==> src/sv/pfde_pkg.sv <==
// Shared types, constants and helper functions of the paged framebuffer draw engine.
`timescale 1ns / 1ps
package pfde_pkg;

   localparam int WIDTH    = 128;
   localparam int HEIGHT   = 64;
   localparam int PAGES    = (HEIGHT + 7) / 8;
   localparam int VIEW_LIM = (WIDTH > HEIGHT) ? WIDTH : HEIGHT;
   localparam int DEPTH    = WIDTH * PAGES;
   localparam int ADDR_W   = (DEPTH > 1) ? $clog2(DEPTH) : 1;
   localparam int PG_W     = (PAGES > 1) ? $clog2(PAGES) : 1;

   localparam int COORD_W  = 18;
   localparam int ACC_W    = 20;
   localparam int R_W      = 12;
   localparam int SQ_W     = 2 * R_W;

   localparam logic [2:0] MODE_CLEAR  = 3'd0;
   localparam logic [2:0] MODE_POINT  = 3'd1;
   localparam logic [2:0] MODE_LINE   = 3'd2;
   localparam logic [2:0] MODE_RECT   = 3'd3;
   localparam logic [2:0] MODE_CIRCLE = 3'd4;
   localparam logic [2:0] MODE_READ   = 3'd5;
   localparam logic [2:0] MODE_MASK   = 3'd6;

   localparam logic [1:0] ROT_0   = 2'd0;
   localparam logic [1:0] ROT_90  = 2'd1;
   localparam logic [1:0] ROT_180 = 2'd2;
   localparam logic [1:0] ROT_270 = 2'd3;

   typedef logic signed [COORD_W-1:0] coord_type;
   typedef logic signed [ACC_W-1:0] acc_type;

   typedef enum logic [4:0] {
      ST_INIT, ST_IDLE, ST_CLEAR, ST_READ, ST_READ_WAIT, ST_MASK, ST_FINISH,
      ST_PLOT, ST_PLOT_WR,
      ST_LINE_SETUP, ST_LINE_PLOT, ST_LINE_STEP,
      ST_RECT_SETUP, ST_RECT_FILL, ST_RECT_FSTEP, ST_RECT_ROW, ST_RECT_RSTEP,
      ST_RECT_COL, ST_RECT_CSTEP,
      ST_CIRC_TEST, ST_CIRC_SQRT, ST_CIRC_OUT, ST_CIRC_OSTEP, ST_CIRC_FSET,
      ST_CIRC_FILL, ST_CIRC_FSTEP
   } state_type;

   typedef struct packed {
      logic              done;
      logic [R_W-1:0]    root;
      logic [R_W:0]      rem;
   } sqrt_result_type;

   typedef struct packed {
      logic              valid;
      logic [ADDR_W-1:0] addr;
      logic [7:0]        mask;
      logic [PG_W-1:0]   page;
   } plot_target_type;

   function automatic coord_type cmax(input coord_type a, input coord_type b);
      return (a > b) ? a : b;
   endfunction

   function automatic coord_type cmin(input coord_type a, input coord_type b);
      return (a < b) ? a : b;
   endfunction

endpackage

==> src/sv/pfde_plot_map.sv <==
// Rotation, clipping and page addressing of one plotted point.
`timescale 1ns / 1ps
module pfde_plot_map import pfde_pkg::*; (
   input  coord_type       x,
   input  coord_type       y,
   input  logic [1:0]      rot,
   output plot_target_type target
);

   always_comb begin
      int  xi;
      int  yi;
      int  px;
      int  py;
      logic inside_view;
      xi = int'(x);
      yi = int'(y);
      px = 0;
      py = 0;
      inside_view = 1'b0;
      unique case (rot)
         ROT_0: begin
            inside_view = (xi < WIDTH) && (yi < HEIGHT);
            px = xi;
            py = yi;
         end
         ROT_90: begin
            inside_view = (xi < HEIGHT) && (yi < WIDTH);
            px = WIDTH - 1 - yi;
            py = xi;
         end
         ROT_180: begin
            inside_view = (xi < WIDTH) && (yi < HEIGHT);
            px = WIDTH - 1 - xi;
            py = HEIGHT - 1 - yi;
         end
         ROT_270: begin
            inside_view = (xi < HEIGHT) && (yi < WIDTH);
            px = yi;
            py = HEIGHT - 1 - xi;
         end
         default: begin
            inside_view = 1'b0;
         end
      endcase
      target.valid = inside_view && (xi >= 0) && (yi >= 0);
      target.addr  = ADDR_W'((py >> 3) * WIDTH + px);
      target.mask  = 8'(1 << (py & 7));
      target.page  = PG_W'(py >> 3);
   end

endmodule

==> config.mk <==
export PLATFORM = sky130hd
export DESIGN_NAME = pfde_plot_map
export DESIGN_NICKNAME = d
export VERILOG_FILES = /design/src/sv/pfde_pkg.sv /design/src/sv/pfde_plot_map.sv
export SDC_FILE = /design/constraint.sdc
export NUM_CORES = 1
export LEC_CHECK = 0
export ABC_AREA = 1
export BUFFER_PORTS_ARGS = -buffer_cell sky130_fd_sc_hd__buf_2
export CAP_MARGIN = 15
export CORE_MARGIN = 3
export CORE_UTILIZATION = 44
export DETAILED_ROUTE_END_ITERATION = 10
export GPL_ROUTABILITY_DRIVEN = 0
export GPL_TIMING_DRIVEN = 0
export PLACE_DENSITY = 0.9
export SETUP_SLACK_MARGIN = 0.4
export SYNTH_ARGS = -nofsm -noshare
export SYNTH_HDL_FRONTEND = slang
export SYNTH_SLANG_ARGS = --single-unit
==> constraint.sdc <==
create_clock -name vclk -period 4.9
set_input_delay 0.245 -clock vclk [all_inputs]
set_output_delay 0.245 -clock vclk [all_outputs]
set_load 0.01 [all_outputs]
Word level (Yosys, flattened, before mapping)

Index checks and enable logic that the tools add are counted.

Bits in registers: 0
Word-level logic and storage cells: 25
Output and inout port bits: 22
Bits of input ports: 38

Muxes and demuxes: 3
Reduce and logical (&&, ||, !) cells: 7
Shift-type cells: 1
Magnitude comparators: 6
$add $sub $neg: 5
Equal/unequal tests: 3

Operators with widths:

| operator                                                    | count |
|---|---|
| case mux 10 bit (4 select lines)                            | 1 |
| >= comparator 18 x 1 -> 1 bit, second input constant        | 2 |
| less-than comparator 18 x 8 -> 1 bit, second input constant | 2 |
| less-than comparator 18 x 9 -> 1 bit, second input constant | 2 |
| case mux 6 bit (4 select lines)                             | 1 |
| subtractor 8 x 10 -> 10 bit, first input constant           | 2 |
| subtractor 1 x 6 -> 6 bit, first input constant             | 2 |
| adder 10 bit                                                | 1 |
| << shifter 1 x 3 -> 8 bit, first input constant             | 1 |
| equality test 2 bit, second input constant                  | 2 |
| logical AND 1 bit                                           | 4 |
| OR reduction 2 bit                                          | 2 |
| equality test 2 x 1 -> 1 bit, second input constant         | 1 |
| logical NOT 2 bit                                           | 1 |
| case mux 1 bit (2 select lines)                             | 1 |

Longest topological paths before layout

Gate-level depths: netlist of the first run.

Depth after elaboration: 5
Mapped depth: 14
Depth with buffers taken out: 14

Worst setup path before layout of the first run

Ideal clock, no wire load.

Kind: input-to-output
Start point: input port rot[1]
End point: output port target[20] (netlist name)
Data required time: 4.655 ns
Path slack: 2.707 ns
Buffers on the path: 1
Arrival: 1.948 ns
Stages: 12
Cell sequence: buf_6 nand2_1 mux2i_1 ha_1 inv_1 nand2_1 o221ai_1 fa_1 nand3b_1 nand2_1 nor2_1 nor2_1

RTL lines:

| element            | RTL line           | text |
|---|---|---|
| start: declaration | pfde_plot_map.sv:6 | `input logic [1:0] rot,` |
| end: declaration   | pfde_plot_map.sv:7 | `output plot_target_type target` |

==> qor.yml, run 1 <==
status: "complete, no violations"
postSynthCellCount: 128
cp_cell_sequence: "buf_2 -> inv_2 -> nand2_1 -> nand2_1 -> o21ai_0 -> ha_1 -> inv_1 -> nand2_1 -> o221ai_1 -> fa_1 -> nand3b_1 -> nand2_1 -> nor2_1 -> nor2_1 -> buf_2"
slew_viol_final: 0
global_route.overflow_total: 0
track_usage_pct: 20.5
number_of_buffers_and_inverters_on_the_critical_path: 4
slew_headroom_pct: 82.5
detailedPlacementHpwl_mm: 1.82
post-route-min-period_ns: 2.51
total_leakage_power_nw: 0.656
ant_nets: 0
rsz0062_at_grt: "false"
antenna_found_initial: 0
n_sequential_cell: 0
row_count: 13
power.combinational.fraction_pct: 100.0
post_cts.repair.setup_buffers: 0
hold_violation_total_from_the_final_report: 0
vias_per_cell: 4.85
n_fill_cell: 143
regArea_sq_um: 0
vdd_ir_drop_max_mv: 0.0688
critPathMostFrequentCell: "sky130_fd_sc_hd__nand2_1"
drt-pass1-iter-count: 4
routed_wirelength_mm: 2.04
post_dp_cell_area_sq_um: 1020
share_seq_of_total_power_pct: 0
clock_power_share_pct: 0
timing.critical_path.from_type: "input port"
final_design_area_no_fill_sq_um: 1020
multi_input_area_sq_um: 562
start_util_pct: 50.6
critPathKind: "in -> out"
die-width_microns: 46.1
p_int_uw: 55.1
setup_viol: 0
cts.repair.resized: 0
synth_area_sq_um: 708
yosysWarnings: 0
grt_start_max_net_pins: 11
io-pin-count: 60
cellPowerDensity_nw_per_um2: 124
synth.avg_cell_area_sq_um: 5.53
drt_drc_violations_left: 0
final_layout_size_suffix_gt1_share_pct: 42.2
hp-class: "in -> out"
nNetsFinal: 230
crit_fanout: 6
first_global_vias: 924
die_y_microns: 46.1
cp.arrival_ns: 2.27
synth.lib_cells_used.distinct: 18
worst_path_max_delay_cell: "sky130_fd_sc_hd__fa_1"
portBuffers: 59
grt_first_pass_wirelength_mm: 3.44
tightest_slew_ns: 0.259
first_iter_violations: 10
drv_cap: 0
tns_ns: 0
switching_share_pct: 56.4
syn2layout_area_growth_pct: 44.3
mappedNetlistNets: 169
cts_hold_buf: 0
die_area_sq_um: 2130
fmax_ghz: 0.398
crit_end_category: "output pin"
layout_worst_path_cycle_share_pct: 51.3
cpLargestDelayFamily: "adder cells"
num_vias: 979
critical-path-max-stage-delay_ns: 0.45
layout.clock_buffers: 0
power.switching_uw: 71.2
worst_ep_required_time_ns: 4.66
post_drt_wl_per_cell_microns: 10.1
yosysSeqAreaShare_pct: 0
core_area_sq_um: 1400
antenna_cells_inserted: 0
synthesized netlist by cell type (all sizes together):
| cell | number | area share [%] |
|---|---|---|
| o22ai | 1 | 0.88 |
| fa | 1 | 2.8 |
| o21ai | 9 | 6.4 |
| nor4 | 5 | 4.4 |
| inv | 24 | 13 |
| mux2i | 1 | 1.4 |
| buf | 5 | 7.9 |
| ha | 2 | 3.5 |
| nor2 | 13 | 6.9 |
| xor2 | 12 | 18 |
| nand3 | 9 | 6.4 |
| o221ai | 1 | 1.2 |
| a21oi | 1 | 0.71 |
| nand2 | 43 | 26 |
| nand3b | 1 | 1.1 |
worst paths after layout:
| check | startpoint | end | cells after the start |
|---|---|---|---|
| setup / recovery | rot[0] | target[20] | 15 |
| hold / removal | y[10] | target[21] | 5 |
per-layer routing:
metal	track usage [%]	part of all wire, %	vias up	routed length [microns]
met4	0	0	0	0
li1	-	-	516	-
met3	0	7.5	0	153
met1	24.4	39	426	804
met2	42.3	53	37	1080
met5	0	0	-	0
stage by stage:
stage                     instances  setup slack (ns)  utilization (%)  hold WS [ns]  total power, mW
after global placement          202              2.46             73.1         0.812            0.123
after floorplan                 128              2.71                -         0.621           0.0776
final                           202              2.39             73.1         0.817            0.126
after CTS                       202              2.37             73.1         0.822            0.128
after detailed placement        202              2.39             73.1         0.819            0.128
after global routing            202              2.19             73.1         0.844            0.143
logic make-up after synthesis:
family                   Yosys count  share of synthesized area, %
XOR/XNOR                          12                          18.0
AO/OA/AOI/OAI                     12                          9.19
adder cells (fa/ha/maj)            3                          6.36
AND/OR/NAND/NOR                   71                          44.3
buffers and inverters             29                          20.7
multiplexers                       1                          1.41
worst min-delay path, cell delays in order:
cell and delay (ns):
sky130_fd_sc_hd__buf_2 0.08, sky130_fd_sc_hd__nor4_1 0.04, sky130_fd_sc_hd__nand3_1 0.05, sky130_fd_sc_hd__nor2_1 0.03, sky130_fd_sc_hd__buf_2 0.13
layout by cell type, fill, tap and decap left out, drive strengths merged:
master,count
a21oi,1
buf,64
fa,1
ha,2
inv,24
mux2i,1
nand2,43
nand3,9
nand3b,1
nor2,13
nor4,5
o21ai,9
o221ai,1
o22ai,1
xor2,12
power by group through the flow:
stage / sequential, mW / combinational, mW / clock [mW]
floorplan: 0 / 0.0776 / 0
global placement: 0 / 0.123 / 0
detailed placement: 0 / 0.128 / 0
CTS: 0 / 0.128 / 0
global route: 0 / 0.143 / 0
finish: 0 / 0.126 / 0
layout make-up:
cell class	instances	area share, %
multi-input combinational	99	55.0
timing repair buffer	59	28.9
inverter	24	8.81
buffer	5	5.51
tap	15	1.84
Power figures use the tool's default switching activity.
==> inputs of run 2 (changes only) <==
CORE_UTILIZATION = 37   (was 44)
PLACE_DENSITY = 0.81   (was 0.9)
clock period = 2.2 ns   (was 4.9 ns; I/O delays follow)
==> qor.yml, run 2 (synthesis results as in run 1) <==
min_path_cells: 5
final_cell_mix: "sky130_fd_sc_hd__buf_2, sky130_fd_sc_hd__nand2_1, sky130_fd_sc_hd__inv_1, sky130_fd_sc_hd__nor2_1, sky130_fd_sc_hd__nand2_2"
nNetsFinal: 237
setup_viol: 0
detailedPlace.worstSlack_ns: 0.0426
post_route_worst_hold_slack_ns: 0.548
n_fill_cell: 182
portBuffers: 59
clock_power_share_pct: 0
global_route.overflow_total: 0
die-width_microns: 49.8
crit_fanout: 4
status: "complete, no violations"
worst_ep_required_time_ns: 2.09
detailedPlacementHpwl_mm: 1.85
final_layout_size_suffix_gt1_share_pct: 51.0
grt_start_max_net_pins: 11
rsz0062_at_grt: "true"
first_global_vias: 1028
total_leakage_power_nw: 0.707
io-pin-count: 60
slew_headroom_pct: 80.5
die_area_sq_um: 2480
cellPowerDensity_nw_per_um2: 282
layout_worst_path_cycle_share_pct: 89.3
routed_wirelength_mm: 2.31
mostFrequentLayoutCell: "sky130_fd_sc_hd__buf_2"
syn2layout_area_growth_pct: 64.8
drv_cap: 0
p_int_uw: 153
first_iter_violations: 17
ant_nets: 0
share_seq_of_total_power_pct: 0
hp-class: "in -> out"
timing.critical_path.depth: 15
antenna_found_initial: 0
regArea_sq_um: 0
critPathKind: "in -> out"
timing.critical_path.from_type: "input port"
cp.arrival_ns: 1.85
drt-pass1-iter-count: 4
n_sequential_cell: 0
vdd_ir_drop_max_mv: 0.138
die_y_microns: 49.8
start_util_pct: 40.1
critical-path-max-stage-delay_ns: 0.37
worst_path_max_delay_cell: "sky130_fd_sc_hd__fa_2"
switching_share_pct: 53.6
slew_viol_final: 0
post-route-min-period_ns: 1.96
post_drt_wl_per_cell_microns: 10.5
layout.clock_buffers: 0
tns_ns: 0
power.combinational.fraction_pct: 100.0
crit_end_category: "output pin"
fmax_ghz: 0.509
vias_per_cell: 4.73
drt_drc_violations_left: 0
power.switching_uw: 177
grt_first_pass_wirelength_mm: 3.88
cpLargestDelayFamily: "adder cells"
num_vias: 1035
core_area_sq_um: 1760
setup_slack_ns: 0.235
hold_violation_total_from_the_final_report: 0
antenna_cells_inserted: 0
min_from: "x[15]"
number_of_buffers_and_inverters_on_the_critical_path: 5
track_usage_pct: 19.1
row_count: 15
tightest_slew_ns: 0.290
cts_hold_buf: 0
cp_cell_sequence: "buf_12 -> inv_8 -> nand2_4 -> mux2i_1 -> ha_1 -> inv_1 -> nand2_2 -> o221ai_2 -> fa_2 -> nand3b_1 -> nand2_1 -> nand2_1 -> inv_1 -> nor2_2 -> buf_2"
setup.worst_path.start: "rot[0]"
## run 2: changes by cell type in the layout (fill, tap and decap cells not counted), sizes merged
cell  change
buf       +7
## run 2: power groups by stage
stage          clock [mW]  combinational (mW)  sequential (mW)
2_1_floorplan           0               0.176                0
3_3_place_gp            0               0.279                0
3_5_place_dp            0               0.289                0
4_1_cts                 0               0.315                0
5_1_grt                 0               0.366                0
6_report                0               0.330                0
## run 2: worst paths after layout
path / slack (ns) / to
worst min-delay path: 0.55 / target[21]
worst max-delay path: 0.24 / target[20]
## run 2: per-layer routing
| layer | vias up | track usage, % | part of all wire [%] |
|---|---|---|---|
| met5 | - | 0 | 0 |
| met1 | 457 | 21.1 | 38 |
| met4 | 0 | 4.61 | 0.74 |
| li1 | 526 | - | - |
| met2 | 50 | 38.3 | 54 |
| met3 | 2 | 1.21 | 7.2 |
## run 2: cell type report
cell class                 instances  area (sq um)  share of cell area, %
tap                               25          31.3                   2.68
inverter                          24          97.6                   8.36
timing repair buffer              66           369                   31.6
buffer                             5          60.1                   5.14
multi-input combinational         99           609                   52.2
## run 2: tightest hold or removal path: cells and delay by family
kind | cells | cell delay, ns
buf+inv | 2 | 0.20
simple gates | 3 | 0.13
## run 2: through the flow
step           util [%]  instances  power (mW)  area, sq um
5_1_grt            66.2        219       0.366         1170
2_1_floorplan         -        128       0.176          716
4_1_cts            65.2        219       0.315         1150
3_5_place_dp       59.1        212       0.289         1040
6_report           66.2        219       0.330         1170
3_3_place_gp       59.1        212       0.279         1040
## run 2: timing repair
action                     CTS  global route
setup buffers                7             0
resized for setup           17             4
pin swaps                    8             1
setup endpoints to repair    2             2
