==> src/sv/pfde_pkg.sv <==
// Shared types, constants and helper functions of the paged framebuffer draw engine.
`timescale 1ns / 1ps
package pfde_pkg;

   localparam int WIDTH    = 128;
   localparam int HEIGHT   = 64;
   localparam int PAGES    = (HEIGHT + 7) / 8;
   localparam int VIEW_LIM = (WIDTH > HEIGHT) ? WIDTH : HEIGHT;
   localparam int DEPTH    = WIDTH * PAGES;
   localparam int ADDR_W   = (DEPTH > 1) ? $clog2(DEPTH) : 1;
   localparam int PG_W     = (PAGES > 1) ? $clog2(PAGES) : 1;

   localparam int COORD_W  = 18;
   localparam int ACC_W    = 20;
   localparam int R_W      = 12;
   localparam int SQ_W     = 2 * R_W;

   localparam logic [2:0] MODE_CLEAR  = 3'd0;
   localparam logic [2:0] MODE_POINT  = 3'd1;
   localparam logic [2:0] MODE_LINE   = 3'd2;
   localparam logic [2:0] MODE_RECT   = 3'd3;
   localparam logic [2:0] MODE_CIRCLE = 3'd4;
   localparam logic [2:0] MODE_READ   = 3'd5;
   localparam logic [2:0] MODE_MASK   = 3'd6;

   localparam logic [1:0] ROT_0   = 2'd0;
   localparam logic [1:0] ROT_90  = 2'd1;
   localparam logic [1:0] ROT_180 = 2'd2;
   localparam logic [1:0] ROT_270 = 2'd3;

   typedef logic signed [COORD_W-1:0] coord_type;
   typedef logic signed [ACC_W-1:0] acc_type;

   typedef enum logic [4:0] {
      ST_INIT, ST_IDLE, ST_CLEAR, ST_READ, ST_READ_WAIT, ST_MASK, ST_FINISH,
      ST_PLOT, ST_PLOT_WR,
      ST_LINE_SETUP, ST_LINE_PLOT, ST_LINE_STEP,
      ST_RECT_SETUP, ST_RECT_FILL, ST_RECT_FSTEP, ST_RECT_ROW, ST_RECT_RSTEP,
      ST_RECT_COL, ST_RECT_CSTEP,
      ST_CIRC_TEST, ST_CIRC_SQRT, ST_CIRC_OUT, ST_CIRC_OSTEP, ST_CIRC_FSET,
      ST_CIRC_FILL, ST_CIRC_FSTEP
   } state_type;

   typedef struct packed {
      logic              done;
      logic [R_W-1:0]    root;
      logic [R_W:0]      rem;
   } sqrt_result_type;

   typedef struct packed {
      logic              valid;
      logic [ADDR_W-1:0] addr;
      logic [7:0]        mask;
      logic [PG_W-1:0]   page;
   } plot_target_type;

   function automatic coord_type cmax(input coord_type a, input coord_type b);
      return (a > b) ? a : b;
   endfunction

   function automatic coord_type cmin(input coord_type a, input coord_type b);
      return (a < b) ? a : b;
   endfunction

endpackage

==> src/sv/pfde_isqrt.sv <==
// Iterative integer square root over one add and compare, refining the root bit by bit.
`timescale 1ns / 1ps
module pfde_isqrt import pfde_pkg::*; (
   input  logic            clock,
   input  logic            reset,
   input  logic            start,
   input  logic [SQ_W-1:0] value,
   output sqrt_result_type result
);

   logic            run_ff, run_in;
   logic            done_ff, done_in;
   logic [SQ_W-1:0] v_ff, v_in;
   logic [SQ_W-1:0] res_ff, res_in;
   logic [SQ_W-1:0] bit_ff, bit_in;
   logic [SQ_W:0]   sum;

   always_comb begin
      sum     = {1'b0, res_ff} + {1'b0, bit_ff};
      run_in  = run_ff;
      done_in = 1'b0;
      v_in    = v_ff;
      res_in  = res_ff;
      bit_in  = bit_ff;
      if (start) begin
         run_in = 1'b1;
         v_in   = value;
         res_in = '0;
         bit_in = SQ_W'(1) << (SQ_W - 2);
      end else if (run_ff) begin
         if ({1'b0, v_ff} >= sum) begin
            v_in   = v_ff - sum[SQ_W-1:0];
            res_in = (res_ff >> 1) + bit_ff;
         end else begin
            res_in = res_ff >> 1;
         end
         bit_in = bit_ff >> 2;
         if (bit_ff == SQ_W'(1)) begin
            run_in  = 1'b0;
            done_in = 1'b1;
         end
      end
   end

   always_ff @(posedge clock) begin
      if (reset) begin
         run_ff  <= 1'b0;
         done_ff <= 1'b0;
      end else begin
         run_ff  <= run_in;
         done_ff <= done_in;
      end
      v_ff   <= v_in;
      res_ff <= res_in;
      bit_ff <= bit_in;
   end

   assign result.done = done_ff;
   assign result.root = res_ff[R_W-1:0];
   assign result.rem  = v_ff[R_W:0];

endmodule

==> config.mk <==
export PLATFORM = sky130hd
export DESIGN_NAME = pfde_isqrt
export DESIGN_NICKNAME = d
export VERILOG_FILES = /design/src/sv/pfde_pkg.sv /design/src/sv/pfde_isqrt.sv
export SDC_FILE = /design/constraint.sdc
export NUM_CORES = 1
export LEC_CHECK = 0
export BUFFER_PORTS_ARGS = -buffer_cell sky130_fd_sc_hd__buf_2
export CAP_MARGIN = 15
export CORE_AREA = 2 2 111 113
export CTS_CLUSTER_DIAMETER = 150
export DETAILED_ROUTE_END_ITERATION = 7
export DIE_AREA = 0 0 113 115
export PLACE_DENSITY_LB_ADDON = 0.05
export SYNTH_ARGS = -nofsm -noshare
export SYNTH_HDL_FRONTEND = slang
export SYNTH_SLANG_ARGS = --single-unit
export TNS_END_PERCENT = 100
==> constraint.sdc <==
create_clock -name clock -period 8.29 [get_ports clock]
set_clock_uncertainty 0.15 [all_clocks]
set_input_delay 1.2435 -clock clock [delete_from_list [all_inputs] [get_ports clock]]
set_output_delay 1.2435 -clock clock [all_outputs]
set_load 0.005 [all_outputs]
; ---- Word level (Yosys, flattened, before mapping)
; Index checks and enable logic that the tools add are counted.
[op_classes]
n_eq_ne = 1
n_bitwise = 1
n_lt_le_gt_ge = 1
reduce_logical = 4
n_mux = 8
n_addsub = 3
[ops]
columns = cell, n
row1 = two-way mux 24 bit, 4
row2 = adder 24 x 23 -> 25 bit, 1
row3 = greater-or-equal comparator 24 x 25 -> 1 bit, 1
row4 = adder 23 x 23 -> 24 bit, 1
row5 = subtractor 24 bit, 1
row6 = equality test 12 x 1 -> 1 bit (second input constant), 1
row7 = two-way mux 1 bit, 4
row8 = nonzero test 2 bit, 2
row9 = OR reduction 3 bit, 1
row10 = AND reduction 2 bit, 1
row11 = inverter 1 bit, 1
[word_totals]
ff_bits = 62
out_inout_bits = 26
wordCells = 23

; ---- Longest topological paths before layout
; Gate-level depths: netlist of the first run.
[logic_depth]
word_depth = 5
depth_mapped = 21

; ---- Worst setup path before layout of the first run
; Ideal clock, no wire load.
[synth_path]
path_type = register to register
startpoint = register res_ff[4]
endpoint = register v_ff[0], enable pin
setup_time_ns = 0.438
setup_slack_ns = 2.388
path_buffers = 2
arrival_ns = 5.314
stages_incl_launch_ff = 20
cell_sequence = dfxtp_1 -> ha_1 -> a21oi_1 -> o21bai_1 -> a31o_2 -> a21oi_1 -> o21bai_1 -> a31o_2 -> a31oi_1 -> xor2_1 -> ha_1 -> a21oi_1 -> o21bai_1 -> a21oi_1 -> o211ai_1 -> a21oi_1 -> a21o_4 -> buf_6 -> buf_2 -> o21ai_0
[synth_via]
elab_chain_cells = 4
[synth_lines]
columns = item, line
row1 = "start, declared", pfde_isqrt.sv:14  ; logic [SQ_W-1:0] res_ff, res_in;
row2 = "start signal, assigned", pfde_isqrt.sv:54  ; res_ff <= res_in;
row3 = adder 24 x 23 -> 25 bit, pfde_isqrt.sv:19  ; sum = {1'b0, res_ff} + {1'b0, bit_ff};
row4 = greater-or-equal comparator 24 x 25 -> 1 bit, pfde_isqrt.sv:31  ; if ({1'b0, v_ff} >= sum) begin
row5 = nonzero test 2 bit (no line), -
row6 = AND reduction 2 bit (no line), -
row7 = "end signal, assigned", pfde_isqrt.sv:53  ; v_ff <= v_in;
row8 = "end, declared", pfde_isqrt.sv:13  ; logic [SQ_W-1:0] v_ff, v_in;
; No other way between the ends.
; A chain may end at the register's enable or synchronous reset.

; ---- Final worst setup path of the first run
; Ends and elaborated chain as after synthesis.

==> metrics.md, run 1 <==
| Metric | Value |
|---|---|
| Core Footprint | approximately 0.012 sq mm |
| Crit. Startpoint | res_ff[4] |
| CTS Hold Bufs | 0 |
| Worst r2r src | res_ff[4] |
| Synth area leader | dfxtp_1 |
| Worst-margin pin slew | ~0.9 ns |
| Netlist Area Pre-Place | about 0.0053 sq mm |
| Chip Height | 115 um |
| Final instance count without filler cells | a little over 800 |
| Failing checks | design-rule violations |
| Post-CTS Setup Bufs | 0 |
| Main synth FF type | dfxtp_1 |
| Final Hold Vio Count | 0 |
| WL/cell | 16.8 um |
| Fillcell total | 1,150 |
| GPL Wtd Cong | 0.892 |
| Ant diodes | 0 |
| First-pass GRT wire length | 21,700 um |
| WHS Path Cells | 2 |
| Post-Synth XOR/XNOR Area | 6.48% |
| Worst R2R End | v_ff[0] |
| Ys async rst share | 0% |
| Initial antenna violation count | 0 |
| Via density per instance | 5.89 |
| Largest net degree at the start of global routing | 86 |
| Final Cycle Share | a little over three fifths |
| Adder-Cell Fraction of Synth Area | roughly 12% |
| Setup CP Type | reg -> reg |
| R2R setup slack | 3.08 ns |
| GRT Util Overall | 20.9% |
| Clock Tree Buf Depth | 2 |
| Root Buffer | clkbuf_16 |
| Top delay family on crit path | compound AO/OA/AOI/OAI gates |
| CP Depth | 18 |
| Critical path buffers and inverters | 1 |
| Reg clk slew, reported paths | 0.06 ns |
| Routed wire length | 13,600 um |
| Pins over their slew limit | 0 |
| CP Launch Type | flip-flop |
| Synth top area share | 14.4% |
| Outcome | finished with violations |
| DP Wirelength | 10,000 um |
| Placed instance count | 791 |
| GR Overflow Total | 0 |
| Nets | 733 |
| DR iter-0 viols | 264 |
| Port buffer count | between 50 and 60 |
| EDFF count, synth | 24 |
| Die X | 113 um |
| Post-Syn Nets | 714 |
| Number of synthesized register bits | 62 |
| DR pass1 iterations | 7 |
| Die area | approximately 0.013 sq mm |
| Setup TNS | 0 ns |
| Num ports | 53 |
| Max cap viols | 0 |
| Crit-path cells | ha_1 -> a21oi_1 -> o21bai_1 -> a31o_2 -> a21oi_1 -> o21bai_1 -> a31o_2 -> a31oi_1 -> xor2_1 -> ha_1 -> a21oi_1 -> o21bai_1 -> a21oi_1 -> o211ai_1 -> a21oi_1 -> a21o_4 -> o21ai_2 -> buf_4 |
| Final Util | about half |
| Hold Path Class | reg -> reg |
| Rows | 40 |
| DRT antenna net count | 0 |
| Maximum VDD drop | just under 0.1 mV |
| Critical Path RT | 8.17 ns |
| Cell variety after synth | 63 |
| Slowest Stage Delay on Critical Path | 0.49 ns |
| Vias in the first global route | 4,349 |
| Peak Freq | 0.192 GHz |
| Crit. End Element | flip-flop |
| Sequential share of the synthesized area | between 20 and 30% |
| Drt drc | 4 |
| Power Density | around 280 mW/mm^2 |
| Share of layout cells above drive strength 1 | between 10 and 15% |
| Mapped Cells | 636 |
| Synthesis Warnings | 0 |
| P&R area growth vs syn | 8.99% |
| Final setup vio count | 0 |
| Number of CTS-inserted buffers | 9 |
| Worst relative slew slack | 41.7% |
| Unrepaired setup endpoints after global routing | false |
| Compound-Gate Fraction of Synth Area | 24.8% |
| Tmin final | 5.21 ns |
| Largest family of logic cells by synthesized area | compound AO/OA/AOI/OAI gates |
| Syn Area/Cell | 8.29 sq um |
| Worst skew pair latency | 0.35 ns |
| LEAKAGE | around 0.0023 uW |
| Arrival time of the worst setup path | 5.08 ns |
| Worst Setup EP | v_ff[0] |
| Critical path fanouts, max | 36 |
| Mux contribution to synthesized area | 3.68% |
| Worst R2R Path Depth | 18 |
| Synth Area in Simple Gates | 17.9% |
| CTS tree | done |
| CTS resizes | 0 |
| Clock net sink count | a little over 60 |
| Vias | between 4,000 and 5,000 |
| Critical path's slowest cell | dfxtp_1 |
| Top cell by count, worst path | a21oi_1 |
| Starting density of the core | 44.7% |
| Largest cells by area after synthesis | dfxtp_1 (14%), edfxtp_1 (14%), ha_1 (12%) |
| H-tree lvl count | 3 |
[registers in the layout, indices dropped and copies added, names as in the netlist]
name / cells
res_ff: 24
bit_ff: 12
done_ff: 1
v_ff: 24
run_ff: 1
[cell families (layout without fill, tap and decap cells)]
logic type	count (synthesis)	in the layout
simple gates	207	207
compound gates	195	195
buf+inv	63	87
mux	19	19
flops	62	62
fa+ha+maj	51	51
xor+xnor	39	39
[how the worst min path moves through the flow]
stage / from / to
after global placement: res_ff[0] / res_ff[0]
final: res_ff[0] / res_ff[0]
after CTS: res_ff[0] / res_ff[0]
after detailed placement: res_ff[0] / res_ff[0]
after global routing: res_ff[0] / res_ff[0]
after floorplan: res_ff[0] / res_ff[0]
[Yosys cell counts (all sizes together) (4+ instances only)]
master / number
xor2: 21
a21oi: 40
o211ai: 10
a211oi: 10
o21ai: 43
nand2: 71
or3: 12
ha: 50
dfxtp: 38
nand3: 11
nand2b: 5
nor4: 7
o21bai: 10
mux2i: 16
a31oi: 19
nor2: 68
buf: 34
o31ai: 13
a21o: 7
inv: 15
edfxtp: 24
o21a: 4
a311oi: 12
xnor2: 18
nand4: 7
clkbuf: 14
nor3: 10
o311ai: 6
[where the power goes]
part | internal (uW) | switching, uW
logic | 319 | 475
registers | 403 | 60.1
clock network | 222 | 149
total | 944 | 684
[per-layer routing]
metal  vias up  wire length [um]  share of wire (%)  global-route usage, %
li1       2409                 -                  -                      -
met1      2191              6830                 50                   30.4
met2       129              5740                 42                   31.3
met3        24               695                5.1                   2.90
met4         0               297                2.2                   8.05
met5         -                 0                  0                      0
[worst reg2reg max path: cells and delay by family, from the launching register on]
family          cells  cell delay [ns]
flops               1             0.49
buf+inv             1             0.34
xor+xnor            1             0.21
fa+ha+maj           2             0.57
compound gates     14             3.14
[area by class of cell]
class                           instances  area, sq um  area share [%]
Clock inverter                          5         42.5           0.740
Inverter                               15         56.3           0.980
Sequential cell                        62         1480            25.8
Timing Repair Buffer                   56          290            5.05
Tap cell                              147          184            3.20
Multi-Input combinational cell        511         3440            59.8
Clock buffer                           11          254            4.42
[stage by stage]
stage          area, sq um  power, uW  setup WS [ns]  hold slack [ns]
2_1_floorplan         5270       1110           2.39            0.328
3_3_place_gp          5450       1250           3.29            0.343
3_5_place_dp          5450       1250           3.09            0.355
4_1_cts               5750       1630           3.04            0.368
5_1_grt               5750       1750           2.66            0.411
6_report              5750       1630           3.08            0.366
[cell usage in the layout (no fill, tap or decap), drive strengths merged, types with 13 or more instances in the layout]
cell	count
a21oi	40
buf	56
nor2	68
a31oi	19
xor2	21
ha	50
xnor2	18
inv	15
o21ai	43
nand2	71
o31ai	13
dfxtp	38
mux2i	16
edfxtp	24
No activity file was read; power rests on OpenSTA's default activity.
==> run 2, diff against run 1 <==
Clock period 8.29 ns to 4.3 ns, I/O delays scaled along.
==> run 2 against run 1 <==
  * The run still ends with design-rule violations left
  * Sequential power up 92%
  * Worst hold slack worse by 0.050 ns
  * Global-route usage up 0.65 points
  * Combinational power up 150%
  * Maximum frequency up 25%
  * Critical endpoint is now res_ff[3]
  * Largest cell class unchanged
  * Largest power group unchanged
==> metrics.md, run 2 (synthesized netlist as in run 1, its figures left out) <==
| Metric | Value |
|---|---|
| Die X | 113 um (unchanged) |
| Final setup vio count | 0 (unchanged) |
| Reg clk slew, reported paths | 0.05 ns (about the same) |
| Hold Path Class | in -> reg |
| Drt drc | 5 (+1) |
| Critical Path RT | 4.39 ns (-3.78 ns) |
| Largest net degree at the start of global routing | 46 (-47%) |
| WHS Path Cells | 2 (unchanged) |
| DR pass1 iterations | 6 (-1) |
| Worst R2R Path Depth | 19 (+1) |
| Rows | 40 (unchanged) |
| Setup CP Type | reg -> reg |
| Final instance count without filler cells | 845 (+4.7%) |
| DRT antenna net count | 0 (unchanged) |
| Routed length on met3 | 613 um (-12%) |
| Peak Freq | 0.240 GHz (+25%) |
| WL/cell | 16.9 um (+0.75%) |
| Worst R2R End | res_ff[3] |
| Ant diodes | 0 (unchanged) |
| M1 wire length | 7110 um (+4.1%) |
| Top flop regs | res_ff x24, v_ff x24, bit_ff x12 |
| Worst hold start | reset |
| Pins over their slew limit | 0 (unchanged) |
| Top Layer Used | met4 |
| Worst relative slew slack | 52.5% (+11 points) |
| Failing checks | design-rule violations |
| CTS tree | done |
| Fillcell total | 1,112 (-3.3%) |
| Vias in the first global route | 4,377 (+0.64%) |
| Via density per instance | 5.70 (-3.2%) |
| Most common cell after layout, fill and taps aside | nand2_1 |
| Placed instance count | 808 (+2.1%) |
| Unrepaired setup endpoints after global routing | true |
| Num ports | 53 (unchanged) |
| Starting density of the core | 44.7% (unchanged) |
| Setup TNS | 0 ns (unchanged) |
| Most frequent cells in the layout | nand2_1 (68), nor2_1 (65), buf_2 (52), ha_1 (42), o21ai_0 (39) |
| GR Overflow Total | 0 (unchanged) |
| Root Buffer | clkbuf_16 |
| Tmin final | 4.17 ns (-1.04 ns) |
| First-pass GRT wire length | 22,300 um (+3.0%) |
| Final Cycle Share | 96.9% (+34 points) |
| Outcome | finished with violations |
| Routed wl met2 | 6340 um (+10%) |
| Maximum VDD drop | 0.193 mV (+97%) |
| Hold worst-path end | run_ff |
| H-tree lvl count | 3 (unchanged) |
| Crit. End Element | flip-flop |
| Vias | 4,816 (+1.3%) |
| Final Hold Vio Count | 0 (unchanged) |
| P&R area growth vs syn | 20.8% |
| Number of CTS-inserted buffers | 9 (unchanged) |
| Die area | 0.0130 sq mm (unchanged) |
| Worst-margin pin slew | 0.707 ns (-0.167 ns) |
| LEAKAGE | 0.00255 uW (+11%) |
| Arrival time of the worst setup path | 4.26 ns (-0.82 ns) |
| GPL Wtd Cong | 0.917 (+2.7%) |
| Clock net sink count | 62 (unchanged) |
| Critical path fanouts, max | 8 (-78%) |
| Core Footprint | 0.0118 sq mm (unchanged) |
| Port buffer count | 52 (unchanged) |
| Max cap viols | 0 (unchanged) |
| R2R setup slack | 0.13 ns (-2.95 ns) |
| Nets | 772 (+5.3%) |
| CP Launch Type | flip-flop |
| Initial antenna violation count | 0 (unchanged) |
| Worst skew pair latency | 0.34 ns (about the same) |
| Clock Tree Buf Depth | 2 (unchanged) |
| Worst r2r src | res_ff[2] |
| Worst hold slack | 0.317 ns (-0.0496 ns) |
| Routed wire length | 14,300 um (+5.5%) |
| Share of layout cells above drive strength 1 | 23.2% (+10 points) |
| Chip Height | 115 um (unchanged) |
| Final Power | 3540 uW (+120%) |
| GRT Util Overall | 21.5% (+0.65 points) |
| DP Wirelength | 10,300 um (+3.2%) |
| Final Util | 53.9% (+5.3 points) |
| DR iter-0 viols | 237 (-10%) |
| Power Density | 556 mW/mm^2 (+96%) |
==> run 2: worst max-delay path, stage by stage, from the launching register on <==
cell      delay (ns)
dfxtp_4         0.37
ha_4            0.27
a31oi_4         0.16
nand2_2         0.09
a31o_4          0.25
a21oi_4         0.17
o21bai_2        0.09
a31o_2          0.26
a31oi_2         0.18
xor2_1          0.18
ha_2            0.23
a21oi_1         0.07
o21bai_1        0.21
a21oi_2         0.10
o211ai_1        0.21
a21oi_2         0.11
a21o_4          0.23
buf_12          0.13
or3_1           0.34
a311oi_1        0.27
==> run 2: worst max path at each step <==
stage | startpoint | end | depth (start not counted)
after floorplan | res_ff[2] | v_ff[0] | 19
after global placement | bit_ff[0] | v_ff[23] | 19
after detailed placement | bit_ff[0] | res_ff[3] | 19
after CTS | bit_ff[0] | res_ff[12] | 19
after global routing | res_ff[2] | res_ff[3] | 19
final | res_ff[2] | res_ff[3] | 19
==> run 2: through the flow <==
stage               setup WS [ns]  instance area (sq um)
global placement           0.0769                   5700
floorplan                 0.00384                   5380
finish                      0.132                   6370
global route              -0.0475                   6370
CTS                      -0.00540                   6140
detailed placement        -0.0386                   5700
==> run 2: final cells by class <==
cell class / count / area [sq um] / share of cell area, %
timing repair buffer: 93 / 647 / 10.2
clock buffer: 12 / 267 / 4.18
sequential: 62 / 1500 / 23.6
tap: 147 / 184 / 2.89
clock inverter: 3 / 18.8 / 0.295
inverter: 15 / 56.3 / 0.884
multi-input combinational: 513 / 3700 / 58.0
==> run 2: power breakdown <==
part | total [uW] | switching [uW] | internal (uW)
Sequential | 890 | 112 | 778
Combinational | 1950 | 1060 | 886
Clock | 703 | 271 | 433
==> run 2: what timing repair did <==
action / 4_1_cts / 5_1_grt
pin swaps: 13 / 27
gates resized for setup: 6 / 30
setup buffers: 11 / 9
hold buffers: 0 / 0
gates cloned: 1 / 1
endpoints found under the setup margin: 30 / 50
==> run 2: routing by layer <==
layer / up-vias / GRT usage, %
met3: 15 / 2.90
met4: 0 / 7.32
met1: 2219 / 31.2
met5: - / 0
li1: 2477 / -
met2: 105 / 33.0
